==> config.mk <==
export PLATFORM = sky130hd
export DESIGN_NAME = positional_list_engine
export DESIGN_NICKNAME = d
export VERILOG_FILES = /design/src/rtl/ple_pkg.sv /design/src/rtl/ple_ram.sv /design/src/rtl/ple_front.sv /design/src/rtl/ple_back.sv /design/src/rtl/positional_list_engine.sv
export VERILOG_INCLUDE_DIRS = /design/src /design/src/rtl
export SDC_FILE = /design/constraint.sdc
export NUM_CORES = 2
export LEC_CHECK = 0
export BUFFER_PORTS_ARGS = -buffer_cell sky130_fd_sc_hd__buf_2
export CORE_MARGIN = 2
export CORE_UTILIZATION = 40
export DETAILED_ROUTE_END_ITERATION = 16
export PLACE_DENSITY = 0.6
export SLEW_MARGIN = 20
export SYNTH_ARGS = -nofsm -noshare
export SYNTH_HDL_FRONTEND = slang
export SYNTH_SLANG_ARGS = --single-unit
export TNS_END_PERCENT = 5
==> constraint.sdc <==
create_clock -name clk -period 14.2 [get_ports clk]
set_clock_uncertainty 0.2 [all_clocks]
set_input_delay 0.71 -clock clk [delete_from_list [all_inputs] [get_ports clk]]
set_output_delay 0.71 -clock clk [all_outputs]
set_load 0.01 [all_outputs]
==> src/rtl/assert_macros.svh <==
// Assertion helpers for the list engine
`ifndef ASSERT_MACROS_SVH
`define ASSERT_MACROS_SVH

// Check that an implication holds on every clock edge outside reset
`define CHECK_IMPL(label, clk, rst, cond, msg) \
  label: assert property (@(posedge clk) disable iff (rst) (cond)) else $error(msg);

// Check that a condition implies a second condition on the next edge
`define CHECK_NEXT(label, clk, rst, ante, cons, msg) \
  label: assert property (@(posedge clk) disable iff (rst) (ante) |=> (cons)) else $error(msg);

`endif

==> src/rtl/ple_pkg.sv <==
package ple_pkg;

  localparam int Capacity = 32;
  localparam int IdxW = $clog2(Capacity);
  localparam int LenW = $clog2(Capacity + 1);

  localparam logic [2:0] OP_INSERT  = 3'd0;
  localparam logic [2:0] OP_DELETE  = 3'd1;
  localparam logic [2:0] OP_SEARCH  = 3'd2;
  localparam logic [2:0] OP_COUNT   = 3'd3;
  localparam logic [2:0] OP_DISPLAY = 3'd4;

  localparam logic [1:0] ST_OK       = 2'd0;
  localparam logic [1:0] ST_EMPTY    = 2'd1;
  localparam logic [1:0] ST_FULL     = 2'd2;
  localparam logic [1:0] ST_NOTFOUND = 2'd3;

  typedef struct packed {
    logic [2:0]  op;
    logic [31:0] value;
    logic [7:0]  position;
  } cmd_t;

  typedef struct packed {
    logic [1:0]  status;
    logic [31:0] data;
    logic [5:0]  index_or_count;
    logic        last;
  } res_t;

endpackage

==> src/rtl/ple_ram.sv <==
module ple_ram #(
  parameter int Width = 32,
  parameter int Depth = 32
) (
  input  logic                     clk,
  input  logic                     we,
  input  logic [$clog2(Depth)-1:0] waddr,
  input  logic [Width-1:0]         wdata,
  input  logic [$clog2(Depth)-1:0] raddr,
  output logic [Width-1:0]         rdata
);

  logic [Width-1:0] mem [Depth];

  // write one word, read one registered word
  always_ff @(posedge clk) begin
    if (we) begin
      mem[waddr] <= wdata;
    end
    rdata <= mem[raddr];
  end

endmodule

==> src/rtl/ple_front.sv <==
module ple_front (
  input  logic          clk,
  input  logic          rst,
  input  logic          push,
  output logic          full,
  input  logic [2:0]    op,
  input  logic [31:0]   value,
  input  logic [7:0]    position,
  output logic          cmd_valid,
  output ple_pkg::cmd_t cmd,
  input  logic          cmd_take
);

  // two-entry command queue
  ple_pkg::cmd_t q [2];
  logic          rd_ptr;
  logic          wr_ptr;
  logic [1:0]    cnt;
  logic          accept;
  logic          valid_op;

  assign full      = (cnt == 2'd2);
  assign accept    = push && !full;
  assign valid_op  = (op <= ple_pkg::OP_DISPLAY);
  assign cmd_valid = (cnt != 2'd0);
  assign cmd       = q[rd_ptr];

  // drop unused op codes, queue the rest
  always_ff @(posedge clk) begin
    if (rst) begin
      rd_ptr <= 1'b0;
      wr_ptr <= 1'b0;
      cnt    <= 2'd0;
    end else begin
      if (accept && valid_op) begin
        q[wr_ptr] <= '{op: op, value: value, position: position};
        wr_ptr    <= !wr_ptr;
      end
      if (cmd_take) begin
        rd_ptr <= !rd_ptr;
      end
      cnt <= cnt + {1'b0, accept && valid_op} - {1'b0, cmd_take};
    end
  end

endmodule

==> src/rtl/ple_back.sv <==
module ple_back (
  input  logic          clk,
  input  logic          rst,
  input  logic          cmd_valid,
  input  ple_pkg::cmd_t cmd,
  output logic          cmd_take,
  output logic          res_valid,
  output ple_pkg::res_t res,
  input  logic          res_take,
  output logic [ple_pkg::LenW-1:0] length
);

  localparam int IW = ple_pkg::IdxW;
  localparam int LW = ple_pkg::LenW;

  localparam logic [2:0] S_IDLE  = 3'd0;
  localparam logic [2:0] S_READ  = 3'd1;
  localparam logic [2:0] S_WAIT  = 3'd2;
  localparam logic [2:0] S_USE   = 3'd3;
  localparam logic [2:0] S_WRITE = 3'd4;
  localparam logic [2:0] S_OUT   = 3'd5;

  logic [2:0]    state;
  logic [2:0]    state_next;
  ple_pkg::cmd_t cur;
  ple_pkg::cmd_t cur_next;
  logic [LW-1:0] idx;
  logic [LW-1:0] idx_next;
  logic [LW-1:0] at;
  logic [LW-1:0] at_next;
  logic [31:0]   held;
  logic [31:0]   held_next;
  logic          we;
  logic          we_next;
  logic [IW-1:0] waddr;
  logic [IW-1:0] waddr_next;
  logic [31:0]   wdata;
  logic [31:0]   wdata_next;
  logic [IW-1:0] raddr;
  logic [31:0]   rdata;
  logic [LW-1:0] length_next;
  logic          res_valid_next;
  ple_pkg::res_t res_next;
  logic [LW-1:0] pos_ext;
  logic [LW-1:0] pos_m1;
  logic [LW:0]   pos_wide;

  ple_ram #(.Width(32), .Depth(ple_pkg::Capacity)) u_ram (
    .clk(clk), .we(we), .waddr(waddr), .wdata(wdata),
    .raddr(raddr), .rdata(rdata)
  );

  assign pos_wide = (cmd.position > 8'(ple_pkg::Capacity)) ?
                    (LW+1)'(ple_pkg::Capacity) : (LW+1)'(cmd.position);
  assign pos_ext  = (pos_wide > (LW+1)'(length)) ? length : LW'(pos_wide);
  assign pos_m1   = (cmd.position == 8'd0) ? '0 :
                    ((pos_wide - 1'b1 > (LW+1)'(length - 1'b1)) ? length - 1'b1
                     : LW'(pos_wide - 1'b1));

  assign cmd_take = cmd_valid && (state == S_IDLE) && !res_valid;

  // read address: insert walks down from length-1, others walk up
  always_comb begin
    if (cur.op == ple_pkg::OP_INSERT) begin
      raddr = IW'(idx - 1'b1);
    end else if (cur.op == ple_pkg::OP_DELETE) begin
      raddr = IW'(idx + 1'b1);
    end else begin
      raddr = IW'(idx);
    end
  end

  // sequence one command over the list, one entry a step
  always_comb begin
    state_next     = state;
    cur_next       = cur;
    idx_next       = idx;
    at_next        = at;
    held_next      = held;
    we_next        = 1'b0;
    waddr_next     = waddr;
    wdata_next     = wdata;
    length_next    = length;
    res_valid_next = res_valid && !res_take;
    res_next       = res;
    unique case (state)
      S_IDLE: begin
        if (cmd_take) begin
          cur_next   = cmd;
          res_next   = '{status: ple_pkg::ST_OK, data: '0, index_or_count: '0, last: 1'b1};
          state_next = S_READ;
          unique case (cmd.op)
            ple_pkg::OP_INSERT: begin
              if (length == LW'(ple_pkg::Capacity)) begin
                res_next.status = ple_pkg::ST_FULL;
                state_next      = S_OUT;
              end else begin
                idx_next = length;
                at_next  = pos_ext;
              end
            end
            ple_pkg::OP_COUNT: begin
              res_next.index_or_count = 6'(length);
              state_next              = S_OUT;
            end
            default: begin
              if (length == '0) begin
                res_next.status = ple_pkg::ST_EMPTY;
                state_next      = S_OUT;
              end else if (cmd.op == ple_pkg::OP_DELETE) begin
                idx_next = pos_m1 - 1'b1;
                at_next  = pos_m1;
              end else begin
                idx_next = '0;
              end
            end
          endcase
        end
      end
      S_READ: begin
        state_next = S_WAIT;
      end
      S_WAIT: begin
        state_next = S_USE;
      end
      S_USE: begin
        state_next = S_READ;
        unique case (cur.op)
          ple_pkg::OP_INSERT: begin
            we_next = 1'b1;
            if (idx == at) begin
              waddr_next  = IW'(at);
              wdata_next  = cur.value;
              length_next = length + 1'b1;
              state_next  = S_WRITE;
            end else begin
              waddr_next = IW'(idx);
              wdata_next = rdata;
              idx_next   = idx - 1'b1;
            end
          end
          ple_pkg::OP_DELETE: begin
            if (idx == at - 1'b1) begin
              held_next = rdata;
              idx_next  = at;
              if (at == length - 1'b1) begin
                length_next   = length - 1'b1;
                res_next.data = rdata;
                state_next    = S_OUT;
              end
            end else begin
              we_next    = 1'b1;
              waddr_next = IW'(idx);
              wdata_next = rdata;
              idx_next   = idx + 1'b1;
              if (idx + 1'b1 == length - 1'b1) begin
                length_next   = length - 1'b1;
                res_next.data = held;
                state_next    = S_WRITE;
              end
            end
          end
          ple_pkg::OP_SEARCH: begin
            if (rdata == cur.value) begin
              res_next.index_or_count = 6'(idx + 1'b1);
              state_next              = S_OUT;
            end else if (idx + 1'b1 == length) begin
              res_next.status = ple_pkg::ST_NOTFOUND;
              state_next      = S_OUT;
            end else begin
              idx_next = idx + 1'b1;
            end
          end
          default: begin
            if (!res_valid || res_take) begin
              res_valid_next = 1'b1;
              res_next.data  = rdata;
              res_next.last  = (idx + 1'b1 == length);
              if (idx + 1'b1 == length) begin
                state_next = S_IDLE;
              end else begin
                idx_next = idx + 1'b1;
              end
            end else begin
              state_next = S_USE;
            end
          end
        endcase
      end
      S_WRITE: begin
        state_next = S_OUT;
      end
      default: begin
        if (!res_valid || res_take) begin
          res_valid_next = 1'b1;
          state_next     = S_IDLE;
        end
      end
    endcase
  end

  // advance control state
  always_ff @(posedge clk) begin
    if (rst) begin
      state     <= S_IDLE;
      length    <= '0;
      res_valid <= 1'b0;
      we        <= 1'b0;
    end else begin
      state     <= state_next;
      length    <= length_next;
      res_valid <= res_valid_next;
      we        <= we_next;
    end
  end

  // advance datapath registers
  always_ff @(posedge clk) begin
    cur   <= cur_next;
    idx   <= idx_next;
    at    <= at_next;
    held  <= held_next;
    waddr <= waddr_next;
    wdata <= wdata_next;
    res   <= res_next;
  end

endmodule

==> src/rtl/positional_list_engine.sv <==
// Count, insert into a full list and empty-list cases go straight from idle to the output state;
// insert, delete and search walk the entry RAM with a read, wait and use step per entry
// visited, over a list of at most 32 entries.
// Display: one word per entry visited, each sent once the word before it has been popped.
// Throughput: one command in the back end, taken once its last word is popped; two-command queue.
// Reset (rst, synchronous): list length zero, queues empty; entries not cleared.
`include "assert_macros.svh"

module positional_list_engine (
  input  logic        clk,
  input  logic        rst,
  input  logic        push,
  output logic        full,
  input  logic [2:0]  op,
  input  logic [31:0] value,
  input  logic [7:0]  position,
  output logic        empty,
  input  logic        pop,
  output logic [1:0]  status,
  output logic [31:0] data,
  output logic [5:0]  index_or_count,
  output logic        last
);

  logic          cmd_valid;
  ple_pkg::cmd_t cmd;
  logic          cmd_take;
  logic          res_valid;
  ple_pkg::res_t res;
  logic [ple_pkg::LenW-1:0] length;

  ple_front u_front (
    .clk(clk), .rst(rst), .push(push), .full(full), .op(op), .value(value),
    .position(position), .cmd_valid(cmd_valid), .cmd(cmd), .cmd_take(cmd_take)
  );

  ple_back u_back (
    .clk(clk), .rst(rst), .cmd_valid(cmd_valid), .cmd(cmd), .cmd_take(cmd_take),
    .res_valid(res_valid), .res(res), .res_take(pop), .length(length)
  );

  // expose the result word
  assign empty          = !res_valid;
  assign status         = res.status;
  assign data           = res.data;
  assign index_or_count = res.index_or_count;
  assign last           = res.last;

  `CHECK_IMPL(a_len_cap, clk, rst, length <= ple_pkg::LenW'(ple_pkg::Capacity),
    "list length beyond capacity")
  `CHECK_NEXT(a_res_hold, clk, rst, res_valid && !pop, $stable(res) && res_valid,
    "waiting result word changed")
  `CHECK_IMPL(a_take_valid, clk, rst, !cmd_take || cmd_valid,
    "command taken from empty queue")

endmodule
# == Yosys cells after proc, flatten, opt, wreduce, memory -nomap -nowiden ==
# Memory sizes are Yosys's and may differ from the RTL's. A register that Yosys moved wholly into a read port is not among the register bits.
# Cells that the tools add are included.
# totals
regBits,172
mem_bits_rw,1110
input_bits,47
out_inout_bits,43
elab_cells,189
n_memories,2
# classes
add_sub_neg,10
order_cmp,4
n_eq_ne,39
mux,78
bitwise,2
reduce_logical,36
# memory_table
memory,depth,word_bits,rd,rd_clocked_by_memory_dff,wr,line_no,rtl
u_back.u_ram.mem,32,32,1,1,1,ple_ram.sv:13,logic [Width-1:0] mem [Depth];
u_front.q,2,43,1,1,1,ple_front.sv:15,ple_pkg::cmd_t q [2];
# op_table
op,count
2-to-1 mux 32 bit,6
2-to-1 mux 6 bit,22
case mux 32 bit (2 select lines),2
case mux 41 bit (2 select lines),1
case mux 6 bit (2 select lines),4
2-to-1 mux 41 bit,1
equality test 32 bit,1
equality test 6 bit,5
2-to-1 mux 3 bit,10
"subtractor 6 x 1 -> 6 bit, second input constant",4
2-to-1 mux 5 bit,4
"inequality test 2 bit, second input constant",10
"inequality test 3 bit, second input constant",6
case mux 6 bit (3 select lines),1
case mux 3 bit (5 select lines),1
2-to-1 mux 1 bit,14
"adder 6 x 1 -> 6 bit, second input constant",2
"equality test 3 x 2 -> 1 bit, second input constant",4
AND reduction 6 bit,2
2-to-1 mux 2 bit,5
case mux 5 bit (2 select lines),1
AND reduction 5 bit,2
"equality test 3 x 1 -> 1 bit, second input constant",3
zero test 3 bit,3
35 further kinds,55

# == Longest topological paths before layout ==
# depth
ltp_word,12
mapped_depth,21
depth_no_buf,19

# == Modules after synthesis ==
# Synthesis repeated with hierarchy kept, for this count alone.
# hier_totals
cells_unflattened,3155
hier_area_um2,52670.5
# by_module_without_submodules
mod,n_inst,cells_each,area_each_um2,seq_area_each_um2
ple_ram,1,2260,40492.6,31390.1
ple_back,1,735,8780.9,4934.7
ple_front,1,159,3393.3,2682.6
positional_list_engine,1,1,3.8,0.0

# == Worst setup path after synthesis ==
# No wires, ideal clock.
# synth_timing
path_kind,input to register
startpoint,input port op[1]
endpoint,"memory u_front.q[1][0] (netlist bit), enable pin"
setup_ns,0.506
arrival_ns,4.221
required_time_ns,13.494
slack_ns,9.273
stages,3
n_path_buf,0
cell_sequence,o21ai_0 > nand3b_1 > nor3b_1
# synth_via
elab_chain_cells,5
# synth_rtl
item,line_no,rtl
from (decl),positional_list_engine.sv:14,"input logic [2:0] op,"
<= comparator 3 bit,ple_front.sv:24,assign valid_op = (op <= ple_pkg::OP_DISPLAY);
logical AND 1 bit,ple_front.sv:35,if (accept && valid_op) begin
2-to-1 mux 1 bit,ple_front.sv:35,
2-to-1 mux 1 bit,ple_front.sv:30,if (rst) begin
2-to-1 mux 1 bit (implied by the code),ple_front.sv:36,"q[wr_ptr] <= '{op: op, value: value, position: position};"
to (decl),ple_front.sv:15,
# Every way passes these cells.

# == Worst setup path in the final report ==
# layout_timing
startpoint,register u_back.idx[0]
endpoint,"register u_back.u_ram.rdata[29], read port of u_back.u_ram.mem"
# layout_via
elab_chain_cells,3
elab_cells_between_ends,4
classes_between,add/sub (2); mux (2)
# layout_rtl
item,line_no,rtl
from (decl),ple_back.sv:27,logic [LW-1:0] idx;
from (signal assigned),ple_back.sv:220,idx <= idx_next;
adder 6 x 1 -> 6 bit,ple_back.sv:67,raddr = IW'(idx + 1'b1);
2-to-1 mux 5 bit,ple_back.sv:66,end else if (cur.op == ple_pkg::OP_DELETE) begin
2-to-1 mux 5 bit (*),ple_back.sv:64,if (cur.op == ple_pkg::OP_INSERT) begin
to (decl),ple_ram.sv:10,output logic [Width-1:0] rdata
# Mark *: on every way between the ends. The rest lies on a longest branch, timed or not.
# A chain may end at the register's enable or synchronous reset.

==> Flow_metrics.wiki <==
{| class="wikitable"
! Metric !! Value
|-
| Maximum number of pins on one net before global-route repair || 136
|-
| Instance count after placement with tap cells included || 4129
|-
| Netlist area before placement || 51600 µm²
|-
| Cells after Synth || 2444
|-
| Fraction of final layout cells with drive strength greater than 1 || 30.4%
|-
| Slew at the pin closest to its max-slew limit || 1.14 ns
|-
| First-pass GRT wire length || 185000 µm
|-
| Setup repair after global routing missed its margin || false
|-
| Clk sinks || 1315
|-
| Final setup violation count || 0
|-
| Tightest slew margin relative to the limit || 21.6%
|-
| Routability-driven placement congestion ratio || 0.837
|-
| Post-Syn Nets || 2514
|-
| TritonCTS clock tree || done
|-
| Switching Share || 26.3%
|-
| Highest clock rate || 0.177 GHz
|-
| Detail-routed via count per cell || 5.75
|-
| Min-delay worst type || in -> reg
|-
| Clock group share of total power || 35.0%
|-
| Vias in the first global route || 25700
|-
| DRC violation count after routing || 0
|-
| Chip width || 363 µm
|-
| Proportion of synthesized chip area in sequential cells || 75.6%
|-
| Startpoint of the tightest hold check path || rst
|-
| Number of cells upsized or downsized after cts || 0
|-
| Source of the worst register-to-register timing path || u_back.idx[0]
|-
| Overall Global Routing Usage || 19.9%
|-
| Min setup slack post-route || 8.56 ns
|-
| H-tree depth reported by CTS || 4
|-
| Y dimension of the die || 363 µm
|-
| Std-Cell Core Area || 128000 µm²
|-
| Length of the first detailed-routing pass in iterations || 6
|-
| Max-slew violation total from the final report || 0
|-
| Internal Power || 0.00746 W
|-
| Portion of total power attributed to combinational logic || 19.2%
|-
| Critical Path Source || u_back.idx[0]
|-
| Utilization of the core after routing || 46.4%
|-
| Area growth, synth to finish || 14.9%
|-
| Number of nets at the end of the flow || 2718
|-
| Switching Power || 0.00266 W
|-
| Placed wire-length estimate after detailed placement || 70300 µm
|-
| IO Pins || 90
|-
| Die Area || 132000 µm²
|-
| Post-Place Worst Slack || 8.71 ns
|-
| Startpoint types || register
|-
| Total power density per cell area || 171 nW/µm²
|-
| Total congestion overflow after global routing || 0
|-
| Number of warning messages in the yosys log || 0
|-
| Number of buffers added on ports || 89
|-
| Detailed-route wire length per cell || 29.6 µm
|-
| Layout Cells excl Fill || 4419
|-
| Number of register bits inferred by synthesis || 1315
|-
| Maximum clock insertion buffer count || 3
|-
| Average cell area after synthesis || 21.1 µm²
|-
| Largest fanout of any net on the critical path || 135
|-
| CTS clk-pin slew, worst paths || 0.06 ns
|-
| Period Utilization, post-route || 39.7%
|-
| Required arrival time at the worst endpoint || 14.65 ns
|-
| Clk root buf || sky130_fd_sc_hd__clkbuf_16
|-
| Post-synth EDFFs || 1267
|-
| Most used flip-flop cell after synthesis || sky130_fd_sc_hd__edfxtp_1
|-
| Final min period || 5.64 ns
|-
| Antenna violations before repair || 2
|-
| TritonCTS buffer count || 135
|-
| Result of the run || completed
|-
| Routed WL || 131000 µm
|-
| Critical path data arrival time || 6.09 ns
|-
| Starting Density || 40.4%
|-
| Distinct cell type count of the synthesized netlist || 78
|-
| Clock Latency Late Sink || 0.77 ns
|-
| Total negative slack for setup checks || 0 ns
|-
| Max_cap viols || 0
|-
| Static Leakage || 18.7 nW
|-
| Number of design-rule violations left by the first detailed-router iteration || 3422
|-
| Share of power burned in registers || 45.8%
|-
| Post-layout power || 0.0101 W
|-
| Startpoint-to-endpoint class of the critical path || reg -> reg
|-
| FFs w/ async S/R, synth || 0%
|-
| Post-route ant nets || 0
|-
| Via count of the routed design || 25400
|-
| Type of element capturing the critical path || register
|-
| Peak supply drop || 0.134 mV
|-
| Standard-cell rows || 131
|-
| Final hold vios || 0
|}
kinds of logic after synthesis:
| logic type | after synthesis | share of synthesized area, % |
|---|---|---|
| compound gates | 140 | 1.74 |
| xor+xnor | 86 | 1.55 |
| fa+ha+maj | 23 | 0.558 |
| buf+inv | 149 | 1.28 |
| flops | 1315 | 75.6 |
| mux | 439 | 16.5 |
| simple gates | 292 | 2.77 |
per-stage QoR:
stage / hold WS, ns / instance area [µm²]
floorplan: 0.269 / 51600
global placement: 0.290 / 54400
detailed placement: 0.292 / 54400
CTS: 0.128 / 59300
global route: 0.163 / 59300
finish: 0.186 / 59300
cell type report:
class | count | area, µm²
Antenna cell | 1 | 2.50
Clock inverter | 67 | 734
Inverter | 26 | 97.6
Timing Repair Buffer | 190 | 1400
Clock buffer | 178 | 3700
Tap cell | 1662 | 2080
Multi-Input combinational cell | 980 | 12300
Fill cell | 10400 | 68500
Sequential cell | 1315 | 39000
power groups by stage:
stage	Combinational (W)	Clock [W]	Sequential (W)
CTS	0.00196	0.00361	0.00463
global route	0.00208	0.00375	0.00465
global placement	0.00193	0	0.00470
finish	0.00195	0.00354	0.00463
floorplan	0.00143	0	0.00463
detailed placement	0.00194	0	0.00471
path summary, 6_finish.rpt:
path                                 end  slack, ns  cells past startpoint
setup reg to reg  u_back.u_ram.rdata[29]       8.56                     11
setup / recovery  u_back.u_ram.rdata[29]       8.56                     11
hold / removal           u_back.state[1]       0.19                      2
hold reg to reg           u_back.held[5]       0.31                      0
worst max-delay path: stages, from the launching register on:
cell                       delay, ns
sky130_fd_sc_hd__edfxtp_1       0.62
sky130_fd_sc_hd__inv_1          0.10
sky130_fd_sc_hd__ha_1           0.44
sky130_fd_sc_hd__xor2_1         0.17
sky130_fd_sc_hd__nor2_1         0.08
sky130_fd_sc_hd__a21oi_4        0.13
sky130_fd_sc_hd__buf_4          0.63
sky130_fd_sc_hd__buf_12         0.52
sky130_fd_sc_hd__buf_4          0.90
sky130_fd_sc_hd__mux4_2         0.41
sky130_fd_sc_hd__mux4_2         0.49
sky130_fd_sc_hd__mux2_2         0.27
what timing repair did:
action,in CTS,in global routing
hold buffers,43,0
endpoints found under the hold margin,86,0
setup endpoints to repair,0,0
setup buffers,0,0
synthesized netlist by cell type (8+ instances only):
| cell | n | area (µm²) |
|---|---|---|
| sky130_fd_sc_hd__nor3_1 | 17 | 85.1 |
| sky130_fd_sc_hd__inv_1 | 22 | 82.6 |
| sky130_fd_sc_hd__xnor2_1 | 65 | 569 |
| sky130_fd_sc_hd__nor4_1 | 8 | 50.1 |
| sky130_fd_sc_hd__nor2_1 | 80 | 300 |
| sky130_fd_sc_hd__o21ai_0 | 19 | 95.1 |
| sky130_fd_sc_hd__clkbuf_1 | 66 | 248 |
| sky130_fd_sc_hd__nor2b_1 | 10 | 62.6 |
| sky130_fd_sc_hd__nand4_1 | 14 | 87.6 |
| sky130_fd_sc_hd__mux2i_1 | 17 | 170 |
| sky130_fd_sc_hd__a21oi_1 | 55 | 275 |
| sky130_fd_sc_hd__edfxtp_1 | 1267 | 38000 |
| sky130_fd_sc_hd__mux2_2 | 99 | 1110 |
| sky130_fd_sc_hd__dfxtp_1 | 48 | 961 |
| sky130_fd_sc_hd__mux4_2 | 320 | 7210 |
| sky130_fd_sc_hd__buf_1 | 9 | 33.8 |
| sky130_fd_sc_hd__nand3_1 | 14 | 70.1 |
| sky130_fd_sc_hd__xor2_1 | 18 | 158 |
| sky130_fd_sc_hd__nand2_1 | 98 | 368 |
| sky130_fd_sc_hd__buf_2 | 40 | 200 |
| sky130_fd_sc_hd__ha_1 | 23 | 288 |
layout by cell type (no fill, tap or decap), types with 7 or more instances in the layout:
master / instances
sky130_fd_sc_hd__clkbuf_1: 31
sky130_fd_sc_hd__o22ai_1: 7
sky130_fd_sc_hd__buf_4: 52
sky130_fd_sc_hd__nand2_1: 98
sky130_fd_sc_hd__nor2_4: 33
sky130_fd_sc_hd__o211ai_1: 7
sky130_fd_sc_hd__nand4_1: 14
sky130_fd_sc_hd__nand3_1: 14
sky130_fd_sc_hd__clkinv_2: 20
sky130_fd_sc_hd__nor3_1: 14
sky130_fd_sc_hd__nor2_1: 46
sky130_fd_sc_hd__xor2_1: 18
sky130_fd_sc_hd__nor2b_1: 10
sky130_fd_sc_hd__buf_2: 89
sky130_fd_sc_hd__mux2_2: 99
sky130_fd_sc_hd__a21oi_1: 54
sky130_fd_sc_hd__dlygate4sd3_1: 43
sky130_fd_sc_hd__ha_1: 23
sky130_fd_sc_hd__nor4_1: 7
sky130_fd_sc_hd__mux2i_1: 17
sky130_fd_sc_hd__inv_1: 22
sky130_fd_sc_hd__edfxtp_1: 1267
sky130_fd_sc_hd__bufinv_16: 10
sky130_fd_sc_hd__clkinv_1: 20
sky130_fd_sc_hd__o21ai_0: 19
sky130_fd_sc_hd__dfxtp_1: 47
sky130_fd_sc_hd__mux4_2: 320
sky130_fd_sc_hd__xnor2_1: 62
sky130_fd_sc_hd__clkbuf_8: 8
sky130_fd_sc_hd__clkbuf_16: 139
sequential cells by signal (all words and copies together) (netlist names), named ones only:
signal	count
u_back.u_ram.mem	1024
u_front.q	86
u_back.res	41
u_back.cur	35
u_back.held	32
u_back.u_ram.rdata	32
u_back.wdata	32
u_back.at	6
u_back.idx	6
u_back.length	6
u_back.waddr	5
u_back.state	3
u_front.cnt	2
u_back.res_valid	1
u_back.we	1
u_front.rd_ptr	1
u_front.wr_ptr	1
metal layers:
metal,up-vias,wire [µm],global-route usage (%)
met4,0,3310,6.11
met5,-,0,0
met2,1099,65000,32.8
met3,184,9330,3.61
li1,10500,-,-
met1,13600,53300,26.9
Note: power is estimated with default switching activity, not from simulation.
